==> config.mk <==
export PLATFORM = sky130hd
export DESIGN_NAME = irf_ctrl
export DESIGN_NICKNAME = d
export VERILOG_FILES = /design/src/sv/irf_pkg.sv /design/src/sv/irf_ctrl.sv
export SDC_FILE = /design/constraint.sdc
export NUM_CORES = 1
export LEC_CHECK = 0
export BUFFER_PORTS_ARGS = -buffer_cell sky130_fd_sc_hd__buf_2
export CAP_MARGIN = 15
export CORE_AREA = 2 2 39 41
export CTS_BUF_LIST = sky130_fd_sc_hd__clkbuf_2 sky130_fd_sc_hd__clkbuf_4 sky130_fd_sc_hd__clkbuf_8
export DETAILED_ROUTE_END_ITERATION = 12
export DIE_AREA = 0 0 41 43
export PLACE_DENSITY = 0.4
export SYNTH_ARGS = -nofsm -noshare
export SYNTH_HDL_FRONTEND = slang
export SYNTH_SLANG_ARGS = --single-unit
==> constraint.sdc <==
create_clock -name clk -period 1.8 [get_ports clk]
set_input_delay 0.09 -clock clk [delete_from_list [all_inputs] [get_ports clk]]
set_output_delay 0.09 -clock clk [all_outputs]
set_load 0.01 [all_outputs]
==> src/sv/irf_pkg.sv <==
// shared types and constants for the rotate / flip engine
package irf_pkg;

    localparam int SIZE_W = 9;
    localparam int PIX_IO_W = 24;
    localparam int COORD_W = 8;
    localparam int APB_ADDR_W = 4;
    localparam int APB_DATA_W = 32;

    // register indexes on the config port
    localparam logic [1:0] REG_MODE = 2'd0;
    localparam logic [1:0] REG_WIDTH = 2'd1;
    localparam logic [1:0] REG_HEIGHT = 2'd2;

    // command field codes
    localparam logic CMD_LOAD = 1'b0;
    localparam logic CMD_READ = 1'b1;

    typedef enum logic [1:0] {
        MODE_ROT_RIGHT = 2'd0,
        MODE_ROT_LEFT  = 2'd1,
        MODE_FLIP_VERT = 2'd2,
        MODE_FLIP_HORZ = 2'd3
    } xform_mode_t;

    // controller to datapath
    typedef struct packed {
        logic load_en;
        logic read_en;
        logic capture;
    } irf_cmd_t;

    // datapath to controller
    typedef struct packed {
        logic frame_valid;
        logic out_free;
    } irf_status_t;

endpackage

==> src/sv/irf_ctrl.sv <==
// transaction sequencing state machine
module irf_ctrl
    import irf_pkg::*;
(
    input  logic        clk,
    input  logic        rst_n,
    input  logic        in_valid,
    input  logic        command,
    output logic        in_ready,
    input  irf_status_t status,
    output irf_cmd_t    cmd
);

    typedef enum logic [1:0] {
        ST_IDLE    = 2'b01,
        ST_RD_WAIT = 2'b10
    } state_t;

    state_t state_reg;
    state_t state_next;
    logic   accept;

    assign in_ready = (state_reg == ST_IDLE);
    assign accept = in_valid && in_ready;

    always_comb
    begin
        state_next = state_reg;
        cmd = '0;
        case (state_reg)
            ST_IDLE:
            begin
                if (accept && command == CMD_LOAD)
                begin
                    cmd.load_en = 1'b1;
                end
                // reads before a full frame are dropped silently
                if (accept && command == CMD_READ && status.frame_valid)
                begin
                    cmd.read_en = 1'b1;
                    state_next = ST_RD_WAIT;
                end
            end
            ST_RD_WAIT:
            begin
                if (status.out_free)
                begin
                    cmd.capture = 1'b1;
                    state_next = ST_IDLE;
                end
            end
            default:
            begin
                state_next = ST_IDLE;
            end
        endcase
    end

    always_ff @(posedge clk or negedge rst_n)
    begin
        if (!rst_n)
        begin
            state_reg <= ST_IDLE;
        end
        else
        begin
            state_reg <= state_next;
        end
    end

endmodule

; ---- Word-level counts from Yosys, hierarchy flattened
; Cells that the tools add are included.
[totals]
in_bits = 6
register_bits = 2
[op_classes]
n_reduce_logical = 5
bitwise_logic = 1
eq_ne = 4
n_mux = 8
[ops]
columns = cell, n
row1 = $mux 2, 3
row2 = $logic_and 1x1->1, 4
row3 = $mux 1, 4
row4 = $pmux 2 s2, 1
row5 = $eq 2x1->1 const B, 1
row6 = $eq 2x2->1 const B, 1
row7 = $ne 2x1->1 const B, 1
row8 = $ne 2x2->1 const B, 1
row9 = $reduce_and 2->1, 1
row10 = $not 1->1, 1

; ---- Longest topological paths before layout
; Gate-level depths: netlist of the first run.
[depth]
ltp_word = 6
ltp_mapped = 2

; ---- Worst setup path after synthesis of the first run
; OpenSTA, ideal clock, no wires.
[synth_timing]
path_kind = register to output
start = register state_reg[0]
end = output cmd[2] (netlist name)
arrival_ps = 819
required_ps = 1710
slack_ps = 891
n_path_buf = 0
path_stages_with_launch = 3
path_cell_list = dfstp_2 > nand2b_4 > nor3b_2
[synth_lines]
columns = item, line_no
row1 = from (decl), irf_ctrl.sv:19  ; state_t state_reg;
row2 = from (signal assigned), irf_ctrl.sv:67  ; state_reg <= state_next;
row3 = to (decl), irf_ctrl.sv:11  ; output irf_cmd_t cmd

==> results of run 1 <==
-- critical path, cell delays in order, from the launching register on --
cell	delay, ns
dfstp_2	0.54
nand2b_4	0.07
nor3b_2	0.16
buf_2	0.15
-- routing by layer --
metal / vias up / GRT usage (%) / share of wire, % / wire [um]
li1: 69 / - / - / -
met1: 45 / 7.42 / 50 / 169
met2: 10 / 4.06 / 26 / 90
met3: 0 / 3.66 / 24 / 80
met4: 0 / 10.0 / 0 / 0
met5: - / 0 / 0 / 0
-- synthesized netlist by cell type (all sizes together) --
library cell  number  area share, %
dfrtp              1             20
nor2               2            5.9
nand3              1            4.0
dfstp              1             21
nor3b              1            9.9
nand2b             2             22
o22ai              1            5.0
inv                2            5.9
o22a               1            6.9
-- timing repair --
item / CTS / global route
resized for setup: 0 / 0
hold endpoints to repair: 2 / 0
hold buffers: 1 / 0
-- power by group --
part / total [mW] / switching (mW) / internal, mW
clock: 0.127 / 0.0295 / 0.0976
sequential: 0.0503 / 0.00212 / 0.0482
combinational: 0.0278 / 0.0129 / 0.0149
-- per-stage QoR --
stage | power [mW] | worst slack, ns | area (um^2) | utilization (%)
after floorplan | 0.0641 | 0.891 | 126 | -
after global placement | 0.0774 | 0.803 | 191 | 13.8
after detailed placement | 0.0770 | 0.787 | 191 | 13.8
after CTS | 0.213 | 0.539 | 231 | 16.7
after global routing | 0.217 | 0.513 | 231 | 16.7
final | 0.205 | 0.554 | 231 | 16.7
-- final cells by class --
class	count	area share (%)
sequential	2	22.2
tap	16	8.65
multi-input combinational	8	29.2
timing repair buffer	10	23.8
clock buffer	4	13.0
inverter	2	3.24
-- path summary, 6_finish.rpt --
check / endpoint / slack [ns] / cells past startpoint
hold reg to reg: state_reg[1]$_DFFE_PN0P_ / 0.56 / 2
hold / removal: state_reg[1]$_DFFE_PN0P_ / 0.1 / 2
min in group asynchronous: state_reg[1]$_DFFE_PN0P_ / 0.18 / 2
max in group asynchronous: state_reg[0]$_DFFE_PN1P_ / 1.42 / 2
setup / recovery: cmd[2] / 0.55 / 3
setup reg to reg: state_reg[0]$_DFFE_PN1P_ / 0.93 / 2
-- cells by family (layout without fill, tap and decap cells) --
logic type | count (synthesis) | count (layout)
compound gates | 2 | 2
simple gates | 6 | 6
flops | 2 | 2
buf+inv | 2 | 16
-- placed cells by master (no fill, tap or decap) --
master,n
o22a_1,1
o22ai_1,1
inv_1,2
clkbuf_4,4
dfrtp_1,1
nand2b_4,2
nor3b_2,1
dlygate4sd3_1,1
nand3_1,1
dfstp_2,1
buf_2,9
nor2_1,2
==> flow_summary.json, run 1 <==
{
  "synthMuxAreaShare_pct": 0,
  "core_area_um2": 1380,
  "ioPinCount": 10,
  "setup_viol": 0,
  "avgSynthCellArea_um2": 10.5,
  "crit_path_end_kind": "primary output",
  "worst_slew_pin_slew_ns": 0.131,
  "r2r-start": "state_reg[0]$_DFFE_PN1P_",
  "holdCritPathClass": "in2reg",
  "mappedNetlistArea_um2": 126,
  "synth_nets": 18,
  "leakage_nw": 0.123,
  "ys_ff_latch": 2,
  "firstDrtPassIters": 2,
  "cp_data_required_time_ns": 1.71,
  "drt_wl_total_um": 340,
  "std_cell_rows": 14,
  "cts_sinks": 2,
  "die_area_um2": 1760,
  "grt_max_degree": 6,
  "worst_setup_path_start_kind": "register",
  "gp_congestion": 0.668,
  "post-route-period-util_pct": 69.2,
  "p_per_area_nw_per_um2": 887,
  "fin_crit_ns": 1.25,
  "multi_input_area_um2": 67.6,
  "cts_buffers": 3,
  "vias_per_cell": 2.95,
  "hold_viol_final": 0,
  "cts_htree_levels": 1,
  "instances_no_fill": 42,
  "hp-start": "status[0]",
  "largest_reg_flops": 2,
  "seq_area_um2": 51.3,
  "io_buffer_count": 9,
  "cts_tree": "built",
  "relSlewSlack_pct": 91.2,
  "cp-startpoint": "state_reg[0]$_DFFE_PN1P_",
  "synth.distinct_cells": 9,
  "placed_cells": 37,
  "path_max_fanout": 5,
  "drt_first_iter_violations": 1,
  "drc": 0,
  "cts_setup_buffers": 0,
  "outcome": "finished, final reports clean",
  "area_delta_synth_final_pct": 83.2,
  "ant_nets": 0,
  "grt_usage_pct": 5.83,
  "num-fill-cells": 158,
  "antenna_found_initial": 0,
  "num_antenna_cells": 0,
  "grt_overflow": 0,
  "irDropWorstVdd_mv": 0.163,
  "fin_tns_setup_ns": 0,
  "fin_nets": 33,
  "drv_cap": 0,
  "max_freq_mhz": 803,
  "grt_pass1_wl_um": 572,
  "fin_worst_skew_ns": 0.00766,
  "hold_ws_ns": 0.0955,
  "routedWlPerCell_um": 8.10,
  "synthAdderAreaFrac_pct": 0,
  "grt_pass1_vias": 147,
  "die_h_um": 43,
  "synthSimpleGateAreaFrac_pct": 41.6,
  "critPathKind": "reg2out",
  "yosys.area_share.xor_xnor_pct": 0,
  "initial_core_util_pct": 9.13,
  "critPathArrivalTime_ns": 1.16,
  "synth_top_family_by_area": "simple AND/OR/NAND/NOR gates",
  "die_w_um": 41,
  "synth-compound-area-share_pct": 11.9,
  "yosysSeqAreaShare_pct": 40.6,
  "rsz0062_at_grt": "no",
  "postSynthCellCount": 12,
  "insertion_delay_ns": 0.23,
  "path_clk_slew_ns": 0.04,
  "root_buffer": "clkbuf_4",
  "via_count": 124,
  "drive_above_1_share_pct": 65.4,
  "yosysWarnings": 0,
  "slew_violations": 0,
  "ctsLongestPathBuffers": 2
}
(Power assumes the default switching activity.)
==> inputs of run 2 (changes only) <==
clock period = 1.2 ns   (was 1.8 ns; I/O delays follow)
==> flow_summary.json, run 2 (same netlist as run 1, synthesis figures left out) <==
{
  "outcome": "finished, final reports clean",
  "relSlewSlack_pct": 91.6,
  "leakage_nw": 0.134,
  "firstDrtPassIters": 2,
  "gp_congestion": 0.636,
  "power_mw": 0.315,
  "cts_tree": "built",
  "cp_data_required_time_ns": 1.14,
  "worst_setup_path_start_kind": "register",
  "drc": 0,
  "holdCritPathClass": "in2reg",
  "grt_pass1_wl_um": 538,
  "ant_nets": 0,
  "worst_slew_pin_slew_ns": 0.126,
  "cts_sinks": 2,
  "drt_first_iter_violations": 3,
  "std_cell_rows": 14,
  "post-route-period-util_pct": 99.0,
  "io_buffer_count": 9,
  "grt_usage_pct": 5.32,
  "drv_cap": 0,
  "die_h_um": 43,
  "cts-resized-gates": 0,
  "layout_setup_ws_ns": 0.0119,
  "area_delta_synth_final_pct": 95.0,
  "largest_reg_flops": 2,
  "antenna_found_initial": 0,
  "num_antenna_cells": 0,
  "critPathArrivalTime_ns": 1.13,
  "instances_no_fill": 44,
  "routedWlPerCell_um": 8.68,
  "via_count": 139,
  "grt_pass1_vias": 156,
  "die_w_um": 41,
  "fin_crit_ns": 1.19,
  "placed_cells": 37,
  "max_freq_mhz": 842,
  "grt_overflow": 0,
  "root_buffer": "clkbuf_4",
  "initial_core_util_pct": 9.13,
  "crit_path_end_kind": "primary output",
  "slew_violations": 0,
  "path_clk_slew_ns": 0.04,
  "path_max_fanout": 4,
  "hold_ws_ns": 0.0714,
  "ctsLongestPathBuffers": 2,
  "setup_viol": 0,
  "fin_worst_skew_ns": 0.00742,
  "cts_htree_levels": 1,
  "insertion_delay_ns": 0.23,
  "drive_above_1_share_pct": 67.9,
  "vias_per_cell": 3.16,
  "p_per_area_nw_per_um2": 1280,
  "preCtsSetupSlack_ns": 0.238,
  "grt_max_degree": 6,
  "ioPinCount": 10,
  "rsz0062_at_grt": "yes",
  "core_area_um2": 1380,
  "irDropWorstVdd_mv": 0.245,
  "num-fill-cells": 153,
  "fin_nets": 35,
  "critPathKind": "reg2out",
  "hold_viol_final": 0,
  "drt_wl_total_um": 382,
  "final_cell_mix": "buf_2, clkbuf_4",
  "final_common_cell": "buf_2",
  "die_area_um2": 1760,
  "cts_buffers": 3
}
## run 2: changes by cell type in the layout (fill, tap and decap cells not counted), sizes merged
cell / before / now
buf: 9 / 11
## run 2: final cells by class
class,instances,area (um^2),area share (%)
Clock buffer,4,30.0,12.2
Inverter,2,7.51,3.05
Multi-Input combinational cell,8,67.6,27.4
Sequential cell,2,51.3,20.8
Tap cell,16,20.0,8.12
Timing Repair Buffer,12,70.1,28.4
## run 2: report_power, final
part           switching, mW  leakage [nW]  internal (mW)
Combinational         0.0220        0.0911         0.0288
Clock                 0.0426        0.0184          0.146
Sequential           0.00321        0.0241         0.0723
Total                 0.0678         0.134          0.247
## run 2: path summary, 6_finish.rpt
| kind | start | cells after the start | slack (ns) | endpoint |
|---|---|---|---|---|
| min | status[0] | 2 | 0.07 | state_reg[1]$_DFFE_PN0P_ |
| max reg2reg | state_reg[0]$_DFFE_PN1P_ | 4 | 0.16 | state_reg[1]$_DFFE_PN0P_ |
| max | state_reg[0]$_DFFE_PN1P_ | 3 | 0.01 | cmd[2] |
| min reg2reg | state_reg[1]$_DFFE_PN0P_ | 2 | 0.59 | state_reg[1]$_DFFE_PN0P_ |
| min in group asynchronous | rst_n | 2 | 0.16 | state_reg[1]$_DFFE_PN0P_ |
| max in group asynchronous | rst_n | 2 | 0.84 | state_reg[0]$_DFFE_PN1P_ |
## run 2: metrics by stage
step,setup TNS (ns),instance area (um^2),util (%)
2_1_floorplan,0,126,-
3_3_place_gp,0,191,13.8
3_5_place_dp,0,191,13.8
4_1_cts,-0.00652,231,16.7
5_1_grt,-0.0228,246,17.8
6_report,0,246,17.8
## run 2: timing repair
action | 4_1_cts | 5_1_grt
hold endpoints to repair | 2 | 0
setup endpoints to repair | 1 | 1
hold buffers | 1 | 0
buffers inserted | 0 | 2
## run 2: per-layer routing
metal	up-vias	GRT usage [%]	wire [um]
met1	57	7.40	203
met3	0	3.14	56
met4	0	6.00	0
met5	-	0	0
li1	72	-	-
met2	10	4.69	122
## run 2: worst max-delay path, stage by stage, from the launching register on
cell and delay, ns:
dfstp_2 0.54, nand2b_4 0.07, nor3b_2 0.15, buf_2 0.14
